<file path="src/design/pkb_pkg.sv">
// Package: shared constants and codes for the pixel key/blend write stage.
`timescale 1ns / 1ps
`default_nettype none

package pkb_pkg;

  // Framebuffer address arithmetic.
  localparam int unsigned ADDR_BITS = 24;
  localparam int unsigned WADDR_W   = 24;
  localparam logic [WADDR_W-1:0] ADDR_MASK =
    (ADDR_BITS >= WADDR_W) ? {WADDR_W{1'b1}}
                           : WADDR_W'((64'd1 << ADDR_BITS) - 64'd1);

  localparam int unsigned COORD_W = 13;
  localparam int unsigned DIM_W   = 13;
  localparam int unsigned COLOR_W = 32;
  localparam int unsigned RGB_W   = 24;
  localparam int unsigned GALPHA_W = 9;
  localparam int unsigned SCALE_W = 17;   // global alpha times source alpha
  localparam int unsigned PROD_W  = 24;   // scale times channel difference

  localparam logic [GALPHA_W-1:0] GALPHA_ONE = GALPHA_W'(256);

  // Configuration port.
  localparam int unsigned CFG_IDX_W  = 3;
  localparam int unsigned CFG_DATA_W = 24;

  typedef enum logic [CFG_IDX_W-1:0] {
    CFG_SCREEN_WIDTH  = 3'd0,
    CFG_SCREEN_HEIGHT = 3'd1,
    CFG_DRAW_MODE     = 3'd2,
    CFG_KEY_COLOR     = 3'd3,
    CFG_GLOBAL_ALPHA  = 3'd4
  } cfg_idx_e;

  localparam logic [DIM_W-1:0]    RST_WIDTH  = DIM_W'(640);
  localparam logic [DIM_W-1:0]    RST_HEIGHT = DIM_W'(480);
  localparam logic [1:0]          RST_MODE   = 2'd0;
  localparam logic [RGB_W-1:0]    RST_KEY    = 24'hFFFFFF;
  localparam logic [GALPHA_W-1:0] RST_GALPHA = GALPHA_W'(256);

  // draw_mode bits
  localparam int unsigned MODE_KEY_BIT   = 0;
  localparam int unsigned MODE_BLEND_BIT = 1;

  typedef enum logic [1:0] {
    SKIP_NONE = 2'd0,
    SKIP_CLIP = 2'd1,
    SKIP_KEY  = 2'd2
  } skip_e;

endpackage

`default_nettype wire

</file>
<file path="src/design/pkb_if.sv">
// Interfaces: pixel input channel, write command channel, configuration channel.
`timescale 1ns / 1ps
`default_nettype none

interface pkb_pix_if;
  import pkb_pkg::*;
  logic                       valid;
  logic                       ready;
  logic signed [COORD_W-1:0]  dest_x;
  logic signed [COORD_W-1:0]  dest_y;
  logic        [COLOR_W-1:0]  src_color;
  logic        [COLOR_W-1:0]  dst_color;

  modport source (output valid, dest_x, dest_y, src_color, dst_color, input ready);
  modport sink   (input valid, dest_x, dest_y, src_color, dst_color, output ready);
endinterface

interface pkb_wr_if;
  import pkb_pkg::*;
  logic                valid;
  logic                ready;
  logic                write_enable;
  logic [WADDR_W-1:0]  write_address;
  logic [COLOR_W-1:0]  write_color;
  logic [1:0]          skip_reason;

  modport source (output valid, write_enable, write_address, write_color, skip_reason,
                  input ready);
  modport sink   (input valid, write_enable, write_address, write_color, skip_reason,
                  output ready);
endinterface

interface pkb_cfg_if;
  import pkb_pkg::*;
  logic                   valid;
  logic                   ready;
  logic [CFG_IDX_W-1:0]   index;
  logic [CFG_DATA_W-1:0]  data;

  modport source (output valid, index, data, input ready);
  modport sink   (input valid, index, data, output ready);
endinterface

`default_nettype wire

</file>
<file path="src/design/pkb_blend_lane.sv">
// One color channel of the alpha blend: product stage and divide-by-65280 result.
`timescale 1ns / 1ps
`default_nettype none

module pkb_blend_lane
  import pkb_pkg::*;
(
  input  wire logic               clk_i,
  input  wire logic               en_i,     // stage 2 load
  input  wire logic [7:0]         s_i,
  input  wire logic [7:0]         d_i,
  input  wire logic [SCALE_W-1:0] scale_i,
  output logic      [7:0]         chan_o
);

  logic              ge_d, ge_q;
  logic [7:0]        diff;
  logic [7:0]        d_q;
  logic [PROD_W-1:0] p_d, p_q;
  logic [15:0]       t;
  logic [16:0]       q_sum;
  logic [7:0]        q;

  assign ge_d = (s_i >= d_i);
  assign diff = ge_d ? (s_i - d_i) : (d_i - s_i);
  assign p_d  = PROD_W'(scale_i) * PROD_W'(diff);

  always_ff @(posedge clk_i) begin
    if (en_i) begin
      ge_q <= ge_d;
      d_q  <= d_i;
      p_q  <= p_d;
    end
  end

  // p / 65280 = (p >> 8) / 255; the /255 is exact for t below 65535
  assign t      = p_q[PROD_W-1:8];
  assign q_sum  = 17'(t) + 17'd1 + 17'(t[15:8]);
  assign q      = q_sum[15:8];
  assign chan_o = ge_q ? (d_q + q) : (d_q - q);

endmodule

`default_nettype wire

</file>
<file path="src/design/pixel_key_blend_writer_top.sv">
// Top level: pixel key/blend write stage, three-stage pipeline with config registers.
`timescale 1ns / 1ps
`default_nettype none

//  channel | dir | payload                                              | transfer when
//  --------+-----+------------------------------------------------------+------------------
//  pix_i   | in  | dest_x, dest_y, src_color, dst_color                 | valid & ready
//  wr_o    | out | write_enable, write_address, write_color, skip_reason| valid & ready
//  cfg_i   | in  | index (register number), data                        | valid & ready
//
//  Three register stages: a result passes stage 1, stage 2 and the output register
//  before it shows on wr_o; one pixel is taken every cycle unless a wr_o stall has filled all three.
//  The multipliers (y*width, galpha*srcA, scale*diff) set the stage split.
//  rst_ni clears the stage valids and loads the register reset values. A stall
//  on wr_o fills the pipeline stage by stage; pix_i.ready drops only when all
//  three stages hold a pixel. cfg_i is always ready.

module pixel_key_blend_writer_top
  import pkb_pkg::*;
(
  input  wire logic  clk_i,
  input  wire logic  rst_ni,
  pkb_pix_if.sink    pix_i,
  pkb_wr_if.source   wr_o,
  pkb_cfg_if.sink    cfg_i
);

  // ---------------------------------------------------------------------------
  // Configuration registers
  // ---------------------------------------------------------------------------
  logic [DIM_W-1:0]    width_q, height_q;
  logic [1:0]          mode_q;
  logic [RGB_W-1:0]    key_q;
  logic [GALPHA_W-1:0] galpha_q;

  assign cfg_i.ready = 1'b1;

  always_ff @(posedge clk_i or negedge rst_ni) begin
    if (!rst_ni) begin
      width_q  <= RST_WIDTH;
      height_q <= RST_HEIGHT;
      mode_q   <= RST_MODE;
      key_q    <= RST_KEY;
      galpha_q <= RST_GALPHA;
    end else if (cfg_i.valid) begin
      // out-of-range indexes fall through and are dropped
      unique case (cfg_i.index)
        CFG_SCREEN_WIDTH:  width_q  <= cfg_i.data[DIM_W-1:0];
        CFG_SCREEN_HEIGHT: height_q <= cfg_i.data[DIM_W-1:0];
        CFG_DRAW_MODE:     mode_q   <= cfg_i.data[1:0];
        CFG_KEY_COLOR:     key_q    <= cfg_i.data[RGB_W-1:0];
        CFG_GLOBAL_ALPHA:  galpha_q <= cfg_i.data[GALPHA_W-1:0];
        default: ;
      endcase
    end
  end

  // ---------------------------------------------------------------------------
  // Pipeline flow control: a stage loads when it is empty or drains forward
  // ---------------------------------------------------------------------------
  logic s1_v_q, s2_v_q, out_v_q;
  logic adv1, adv2, adv3;

  assign adv3        = !out_v_q || wr_o.ready;
  assign adv2        = !s2_v_q  || adv3;
  assign adv1        = !s1_v_q  || adv2;
  assign pix_i.ready = adv1;

  always_ff @(posedge clk_i or negedge rst_ni) begin
    if (!rst_ni) begin
      s1_v_q  <= 1'b0;
      s2_v_q  <= 1'b0;
      out_v_q <= 1'b0;
    end else begin
      if (adv1) s1_v_q  <= pix_i.valid;
      if (adv2) s2_v_q  <= s1_v_q;
      if (adv3) out_v_q <= s2_v_q;
    end
  end

  // ---------------------------------------------------------------------------
  // Stage 1: key test, clip test, row product, alpha scale
  // ---------------------------------------------------------------------------
  logic [COORD_W-1:0]  x_u, y_u;
  logic                key_hit, clipped;
  logic [GALPHA_W-1:0] galpha_sat;
  skip_e               s1_skip_d, s1_skip_q;
  logic                s1_blend_q;
  logic [11:0]         s1_x_q;
  logic [24:0]         s1_prod_d, s1_prod_q;
  logic [SCALE_W-1:0]  s1_scale_d, s1_scale_q;
  logic [COLOR_W-1:0]  s1_src_q, s1_dst_q;

  assign x_u = pix_i.dest_x;
  assign y_u = pix_i.dest_y;

  assign key_hit = mode_q[MODE_KEY_BIT] && (pix_i.src_color[RGB_W-1:0] == key_q);
  assign clipped = x_u[COORD_W-1] || y_u[COORD_W-1] ||
                   (x_u >= width_q) || (y_u >= height_q);

  // key check wins over clipping
  always_comb begin
    priority if (key_hit) s1_skip_d = SKIP_KEY;
    else if (clipped)     s1_skip_d = SKIP_CLIP;
    else                  s1_skip_d = SKIP_NONE;
  end

  assign galpha_sat = (galpha_q > GALPHA_ONE) ? GALPHA_ONE : galpha_q;
  assign s1_scale_d = SCALE_W'(galpha_sat) * SCALE_W'(pix_i.src_color[31:24]);
  assign s1_prod_d  = 25'(y_u[11:0]) * 25'(width_q);

  always_ff @(posedge clk_i) begin
    if (adv1) begin
      s1_skip_q  <= s1_skip_d;
      s1_blend_q <= mode_q[MODE_BLEND_BIT];
      s1_x_q     <= x_u[11:0];
      s1_prod_q  <= s1_prod_d;
      s1_scale_q <= s1_scale_d;
      s1_src_q   <= pix_i.src_color;
      s1_dst_q   <= pix_i.dst_color;
    end
  end

  // ---------------------------------------------------------------------------
  // Stage 2: address add; lanes register scale*|src-dst|
  // ---------------------------------------------------------------------------
  skip_e              s2_skip_q;
  logic               s2_blend_q;
  logic [25:0]        s2_addr_d, s2_addr_q;
  logic [COLOR_W-1:0] s2_src_q;
  logic [7:0]         s2_dalpha_q;
  logic [7:0]         chan_r, chan_g, chan_b;

  assign s2_addr_d = 26'(s1_prod_q) + 26'(s1_x_q);

  always_ff @(posedge clk_i) begin
    if (adv2) begin
      s2_skip_q   <= s1_skip_q;
      s2_blend_q  <= s1_blend_q;
      s2_addr_q   <= s2_addr_d;
      s2_src_q    <= s1_src_q;
      s2_dalpha_q <= s1_dst_q[31:24];
    end
  end

  pkb_blend_lane u_lane_r (
    .clk_i   (clk_i),
    .en_i    (adv2),
    .s_i     (s1_src_q[23:16]),
    .d_i     (s1_dst_q[23:16]),
    .scale_i (s1_scale_q),
    .chan_o  (chan_r)
  );

  pkb_blend_lane u_lane_g (
    .clk_i   (clk_i),
    .en_i    (adv2),
    .s_i     (s1_src_q[15:8]),
    .d_i     (s1_dst_q[15:8]),
    .scale_i (s1_scale_q),
    .chan_o  (chan_g)
  );

  pkb_blend_lane u_lane_b (
    .clk_i   (clk_i),
    .en_i    (adv2),
    .s_i     (s1_src_q[7:0]),
    .d_i     (s1_dst_q[7:0]),
    .scale_i (s1_scale_q),
    .chan_o  (chan_b)
  );

  // ---------------------------------------------------------------------------
  // Stage 3: divide finish, color select, output register
  // ---------------------------------------------------------------------------
  logic               we_d, we_q;
  logic [WADDR_W-1:0] addr_d, addr_q;
  logic [COLOR_W-1:0] color_d, color_q;
  skip_e              skip_q;

  always_comb begin
    we_d    = (s2_skip_q == SKIP_NONE);
    addr_d  = '0;
    color_d = '0;
    if (we_d) begin
      addr_d  = s2_addr_q[WADDR_W-1:0] & ADDR_MASK;
      color_d = s2_blend_q ? {s2_dalpha_q, chan_r, chan_g, chan_b} : s2_src_q;
    end
  end

  always_ff @(posedge clk_i) begin
    if (adv3) begin
      we_q    <= we_d;
      addr_q  <= addr_d;
      color_q <= color_d;
      skip_q  <= s2_skip_q;
    end
  end

  assign wr_o.valid         = out_v_q;
  assign wr_o.write_enable  = we_q;
  assign wr_o.write_address = addr_q;
  assign wr_o.write_color   = color_q;
  assign wr_o.skip_reason   = skip_q;

endmodule

`default_nettype wire

</file>
<file path="src/flat_wrapper.sv">
// flat-port wrapper written by rule: the top's interface ports become plain ports
module pixel_key_blend_writer_top_flat import pkb_pkg::*;
  (clk_i, rst_ni, pix_i_valid, pix_i_dest_x, pix_i_dest_y, pix_i_src_color, pix_i_dst_color, pix_i_ready, wr_o_valid, wr_o_write_enable, wr_o_write_address, wr_o_write_color, wr_o_skip_reason, wr_o_ready, cfg_i_valid, cfg_i_index, cfg_i_data, cfg_i_ready);
  pkb_pix_if pix_i_i ();
  pkb_wr_if wr_o_i ();
  pkb_cfg_if cfg_i_i ();
  input  wire logic clk_i;
  input  wire logic rst_ni;
  input wire logic [$bits(pix_i_i.valid)-1:0] pix_i_valid;
  input wire logic [$bits(pix_i_i.dest_x)-1:0] pix_i_dest_x;
  input wire logic [$bits(pix_i_i.dest_y)-1:0] pix_i_dest_y;
  input wire logic [$bits(pix_i_i.src_color)-1:0] pix_i_src_color;
  input wire logic [$bits(pix_i_i.dst_color)-1:0] pix_i_dst_color;
  output wire logic [$bits(pix_i_i.ready)-1:0] pix_i_ready;
  output wire logic [$bits(wr_o_i.valid)-1:0] wr_o_valid;
  output wire logic [$bits(wr_o_i.write_enable)-1:0] wr_o_write_enable;
  output wire logic [$bits(wr_o_i.write_address)-1:0] wr_o_write_address;
  output wire logic [$bits(wr_o_i.write_color)-1:0] wr_o_write_color;
  output wire logic [$bits(wr_o_i.skip_reason)-1:0] wr_o_skip_reason;
  input wire logic [$bits(wr_o_i.ready)-1:0] wr_o_ready;
  input wire logic [$bits(cfg_i_i.valid)-1:0] cfg_i_valid;
  input wire logic [$bits(cfg_i_i.index)-1:0] cfg_i_index;
  input wire logic [$bits(cfg_i_i.data)-1:0] cfg_i_data;
  output wire logic [$bits(cfg_i_i.ready)-1:0] cfg_i_ready;
  assign pix_i_i.valid = pix_i_valid;
  assign pix_i_i.dest_x = pix_i_dest_x;
  assign pix_i_i.dest_y = pix_i_dest_y;
  assign pix_i_i.src_color = pix_i_src_color;
  assign pix_i_i.dst_color = pix_i_dst_color;
  assign pix_i_ready = pix_i_i.ready;
  assign wr_o_valid = wr_o_i.valid;
  assign wr_o_write_enable = wr_o_i.write_enable;
  assign wr_o_write_address = wr_o_i.write_address;
  assign wr_o_write_color = wr_o_i.write_color;
  assign wr_o_skip_reason = wr_o_i.skip_reason;
  assign wr_o_i.ready = wr_o_ready;
  assign cfg_i_i.valid = cfg_i_valid;
  assign cfg_i_i.index = cfg_i_index;
  assign cfg_i_i.data = cfg_i_data;
  assign cfg_i_ready = cfg_i_i.ready;
  pixel_key_blend_writer_top u_core (.clk_i(clk_i), .rst_ni(rst_ni), .pix_i(pix_i_i), .wr_o(wr_o_i), .cfg_i(cfg_i_i));
endmodule
</file>
<file path="config.mk">
export PLATFORM = sky130hd
export DESIGN_NAME = pixel_key_blend_writer_top_flat
export DESIGN_NICKNAME = d
export VERILOG_FILES = /design/src/design/pkb_pkg.sv /design/src/design/pkb_if.sv /design/src/design/pkb_blend_lane.sv /design/src/design/pixel_key_blend_writer_top.sv /design/src/flat_wrapper.sv
export SDC_FILE = /design/constraint.sdc
export NUM_CORES = 2
export LEC_CHECK = 0
export BUFFER_PORTS_ARGS = -buffer_cell sky130_fd_sc_hd__buf_2
export CORE_ASPECT_RATIO = 1.75
export CORE_MARGIN = 2
export CORE_UTILIZATION = 25
export DETAILED_ROUTE_END_ITERATION = 10
export PLACE_DENSITY = 0.4
export SYNTH_ARGS = -nofsm -noshare
export SYNTH_HDL_FRONTEND = slang
export SYNTH_SLANG_ARGS = --single-unit
</file>
<file path="constraint.sdc">
create_clock -name clk_i -period 23.4 [get_ports clk_i]
set_clock_uncertainty 0.15 [all_clocks]
set_input_delay 4.68 -clock clk_i [delete_from_list [all_inputs] [get_ports clk_i]]
set_output_delay 4.68 -clock clk_i [all_outputs]
set_load 0.03 [all_outputs]
</file>
======== Yosys cells after proc, flatten, opt, wreduce, memory -nomap -nowiden ========
Index checks and enable logic that the tools add are counted.
word-level totals
  bits in registers ....................... 409
  latch bits .............................. 0
  bits in writable memories ............... 0
  ROM bits ................................ 0
  memories ................................ 0
cells by class
  add/sub/neg operators ................... 19
  $mul .................................... 5
  divide/modulo/power cells ............... 0
  magnitude comparators ................... 6
  equal/unequal tests ..................... 5
  shift-type cells ........................ 0
  multiplexer cells ....................... 9
  bitwise logic cells ..................... 0
  reduce and logical (&&, ||, !) cells .... 17
operators by type and width
  operator                 number
  $mul A17 B8 Y24          3
  $sub A8 B8 Y8            9
  $add A16 B1 Y16 const B  3
  $add A16 B8 Y16          3
  $mux W8                  6
  $mux W32                 1
  $ge A13 B13 Y1           2
  $add A24 B12 Y24         1
  $add A8 B8 Y8            3
  $eq A24 B24 Y1           1
  $ge A8 B8 Y1             3
  $mul A12 B13 Y24         1
  $mul A9 B8 Y17           1
  $reduce_and A2 Y1        5
  $gt A9 B9 Y1 const B     1
  $mux W9                  1
  $eq A3 B2 Y1 const B     2
  $logic_or A1 B1 Y1       6
  $eq A3 B1 Y1 const B     1
  $eq A3 B3 Y1 const B     1
  $logic_not A1 Y1         3
  $logic_not A3 Y1         1
  $logic_not A2 Y1         1
  $logic_and A1 B1 Y1      1
  $mux W1                  1

======== Longest topological paths before layout ========
  depth after elaboration ................. 5
  mapped depth ............................ 33
  mapped depth without buffers ............ 33

======== By module ========
From an unflattened synthesis, not the netlist that was laid out.
unflattened totals
  cell total of the unflattened synthesis .. 3,582
  area, all modules ....................... 37,805.0 um^2
modules (own cells, without submodules)
  module                             times used  cells an instance  area each (um^2)
  pixel_key_blend_writer_top         1           1,616              19,366.1
  pkb_blend_lane at u_core.u_lane_r  1           672                6,234.7
  pkb_blend_lane at u_core.u_lane_b  1           649                6,107.1
  pkb_blend_lane at u_core.u_lane_g  1           645                6,097.1

======== Worst setup path after synthesis ========
Ideal clock, no wire load.
  path kind ............................... input port to output port
  start ................................... in wr_o_ready
  end ..................................... out pix_i_ready
  arrival time ............................ 8,308 ps
  data required time ...................... 18,570 ps
  setup slack ............................. 10,262 ps
  cell stages on the path ................. 1
  path buffers ............................ 0
  cells stage by stage .................... nand4b_1
between the ends
  word-level cells in the longest chain between the ends .. 3
RTL lines
  element             line                              source
  start, declared     flat_wrapper.sv:20                input wire logic [$bits(wr_o_i.ready)-1:0] wr_o_ready;
  $logic_or A1 B1 Y1  pixel_key_blend_writer_top.sv:64  assign adv3 = !out_v_q || wr_o.ready;
  $logic_or A1 B1 Y1  pixel_key_blend_writer_top.sv:65  assign adv2 = !s2_v_q || adv3;
  $logic_or A1 B1 Y1  pixel_key_blend_writer_top.sv:66  assign adv1 = !s1_v_q || adv2;
  end, declared       flat_wrapper.sv:14                output wire logic [$bits(pix_i_i.ready)-1:0] pix_i_ready;
Every way passes these cells.

======== Worst setup path in the final report ========
Same ends and word-level chain as after synthesis.

==> results.md <==
* Hold path startpoint: u_core.s1_skip_q[0]$_SDFFCE_PP0P_
* Setup crit end kind: primary output
* Least-Margin Pin Slew at between 1 and 1.5 ns
* Worst-path cell chain: buf_2 > nand4b_1 > buf_2
* Worst Hold Path Cells at 0
* Distinct cells, synth at approximately 90
* GPL Wtd Cong at ~0.80
* RR Endpoint: u_core.u_lane_g.p_q[23]$_DFFE_PP_
* Max Cap Viol at 0
* Clock Tree Root: clkbuf_16
* Final setup vio count at 0
* Number of global-route vias before repair at around 28000
* Syn nets at around 4500
* Port-buffer cells at about 180
* Clock tree sinks at 385
* Ys async rst share at between 10% and 20%
* Slowest-stage cell, CP: nand4b_1
* Dominant synthesized flop cell: edfxtp_1
* Wire per inst at approximately 19 um
* Startpoint type of the worst setup path: input port
* Iteration-0 DRC Markers at roughly 870
* Max-slew violations at 0
* H-tree depth at 2
* Clk slew on worst S/H paths at 0.06 ns
* Hold WC Path Type: reg -> reg
* # fillers at 15700
* Crit-path max cell delay at between 0.6 and 0.7 ns
* YS warnings at 0
* Setup Fix Bufs, Post-CTS at 0
* Placeable Area at ~150000 sq um
* First-pass DRT Iterations at 4
* Worst path arrival time at 5.93 ns
* Period utilisation layout at a little under half
* Die area at between 150000 and 200000 sq um
* Setup TNS at 0 ns
* Initial core utilization at between 20% and 30%
* Chip Height at about 520 um
* GRT Util Overall at 14.6%
* Initial antenna violation count at 7
* Seq/Total Area, Yosys at between 30% and 40%
* Syn-to-layout area delta at 13.1%
* Flops & latches, synth at roughly 390
* Via density at 4.36
* Average cell area after synthesis at between 10 and 15 sq um
* FMAX at 0.0930 GHz
* RR Startpoint: u_core.s1_src_q[8]$_DFFE_PP_
* Post-Syn Instances at ~3600
* Cell mode on critical path: buf_2
* Worst slew margin at between 15 and 20%
* IO Pins at 184
* Largest net degree at the start of global routing at 144
* Nets at 4596
* Post-DP HPWL at around 86 mm
* CTS resizes at 0
* Global-route wire length before repair at about 170 mm
* Final Hold Violating Endpoints at 0
* Post-route minimum period at approximately 11 ns
* Worst-skew pair later-pin latency at a little over 0.6 ns
* Largest area contributor in the netlist: edfxtp_1
* CP delay by family, top: simple AND/OR/NAND/NOR gates
* Area contributors post-synth: edfxtp_1, fa_1, ha_1, and2_1, inv_1
* CTS buffer count at 44
* Worst r2r path cells at 29
* CTS hold repair buffers at 0
* WP data required at roughly 19 ns
* CTS tree: yes
* DRC at 0
* Kind of critical path: in -> out
* Via count at 24900
* Post-synth EDFFs at between 300 and 400
* WL final at roughly 110 mm
* Layout cell share with drive strength beyond 1 at between 10 and 15%
* ANT nets after route at 0
* Worst Path Max Fanout at 3
* Status: completed
* # rows at roughly 190
* RSZ-0062 raised after global routing: no
* Worst path bufs/invs at 2
* Max clock buf depth at 3
* Chip width at 296 um
* Share of the synthesized area in the top cell type at roughly 26%
* Remaining global-route overflow at 0
* Setup slack, reg-to-reg at between 10 and 15 ns
* Hold EP: u_core.s2_skip_q[0]$_DFFE_PP_
* Post-Syn Area at about 37000 sq um
[routing by layer]
layer / share of wire [%] / global-route usage [%] / wire length [um] / vias up
met5: 0.012 / 0 / 13 / -
met4: 2.2 / 3.65 / 2380 / 2
met3: 2.1 / 1.37 / 2320 / 101
met2: 58 / 29.7 / 63300 / 270
met1: 38 / 15.7 / 41300 / 12800
li1: - / - / - / 11800
[cells in the final DEF (no fill, tap or decap), types with 7 or more instances in the layout]
cell	n
inv_1	575
mux2i_1	43
nand2b_1	27
ha_1	345
a31oi_1	11
nand4_1	18
nor3_1	23
clkbuf_16	46
nand3_1	38
bufinv_16	7
nor2_1	113
xnor2_1	118
a211oi_1	22
nand2_1	293
and2_2	7
fa_1	425
a21o_1	43
and3_1	11
buf_2	182
o21bai_1	13
xor2_1	57
a21boi_0	15
o21a_1	30
or3_1	7
nor2b_1	110
edfxtp_1	321
xnor2_2	8
mux2_2	40
o21ai_0	86
buf_4	43
and2_1	348
dfstp_2	31
dfrtp_1	33
a21oi_1	102
[per-stage QoR]
step	util, %	hold slack [ns]	std cells	instance area (sq um)	setup WS, ns
2_1_floorplan	-	0.250	3558	37400	10.26
3_3_place_gp	27.5	0.251	5642	40700	12.57
3_5_place_dp	27.5	0.255	5642	40700	12.57
4_1_cts	28.5	0.269	5721	42300	12.57
5_1_grt	28.5	0.277	5722	42300	12.66
6_report	28.5	0.268	5724	42300	12.64
[Yosys cell counts, types with 7 or more instances]
library cell and count:
a211oi_1 22, a21boi_0 15, a21o_1 43, a21oi_1 102, a31oi_1 11, and2_1 348, and2_2 7, and3_1 11
clkbuf_1 111, dfrtp_1 33, dfstp_2 31, edfxtp_1 321, fa_1 425, ha_1 345, inv_1 575, mux2_2 40
mux2i_1 43, nand2_1 293, nand2b_1 28, nand3_1 38, nand4_1 18, nor2_1 113, nor2b_1 110, nor3_1 24
o21a_1 30, o21ai_0 86, o21bai_1 13, or3_1 7, xnor2_1 125, xor2_1 61
[registers in the layout (all words and copies together) (netlist names), 9 cells and up]
signal                     count
u_core.galpha_q                9
u_core.height_q               13
u_core.key_q                  24
u_core.s1_dst_q               32
u_core.s1_prod_q              24
u_core.s1_scale_q             17
u_core.s1_src_q               32
u_core.s1_x_q                 12
u_core.s2_addr_q              24
u_core.s2_src_q               32
u_core.u_lane_b.p_q           16
u_core.u_lane_g.p_q           16
u_core.u_lane_r.p_q           16
u_core.width_q                13
u_core.wr_o.write_address     24
u_core.wr_o.write_color       32
[cells by family after synthesis]
| kind of cell | count (synthesis) | synth area share (%) |
|---|---|---|
| mux | 86 | 2.49 |
| buf+inv | 702 | 7.12 |
| other cells | 1 | 0.0100 |
| compound gates | 388 | 6.86 |
| fa+ha+maj | 770 | 34.3 |
| simple gates | 1039 | 14.6 |
| xor+xnor | 187 | 4.40 |
| flops | 385 | 30.2 |
[layout make-up]
type	count	area (sq um)	share of cell area, %
inverters	576	2160	5.12
flip-flops and latches	385	11300	26.7
diodes	3	7.51	0.0178
clock inverters	24	334	0.790
repair buffers	226	1250	2.96
well taps	1984	2480	5.87
clock buffers	55	1230	2.90
multi-input cells	2471	23500	55.7
[worst max-delay path by stage]
stage,from,endpoint,slack (ns),depth (start not counted)
after detailed placement,wr_o_ready,pix_i_ready,12.57,3
after global routing,wr_o_ready,pix_i_ready,12.66,3
after global placement,wr_o_ready,pix_i_ready,12.57,3
after CTS,wr_o_ready,pix_i_ready,12.57,3
after floorplan,wr_o_ready,pix_i_ready,10.26,1
final,wr_o_ready,pix_i_ready,12.64,3
Power is left out: the tool's default activity adds up to more than one toggle a clock period on the data nets, which glitch-free logic cannot reach.
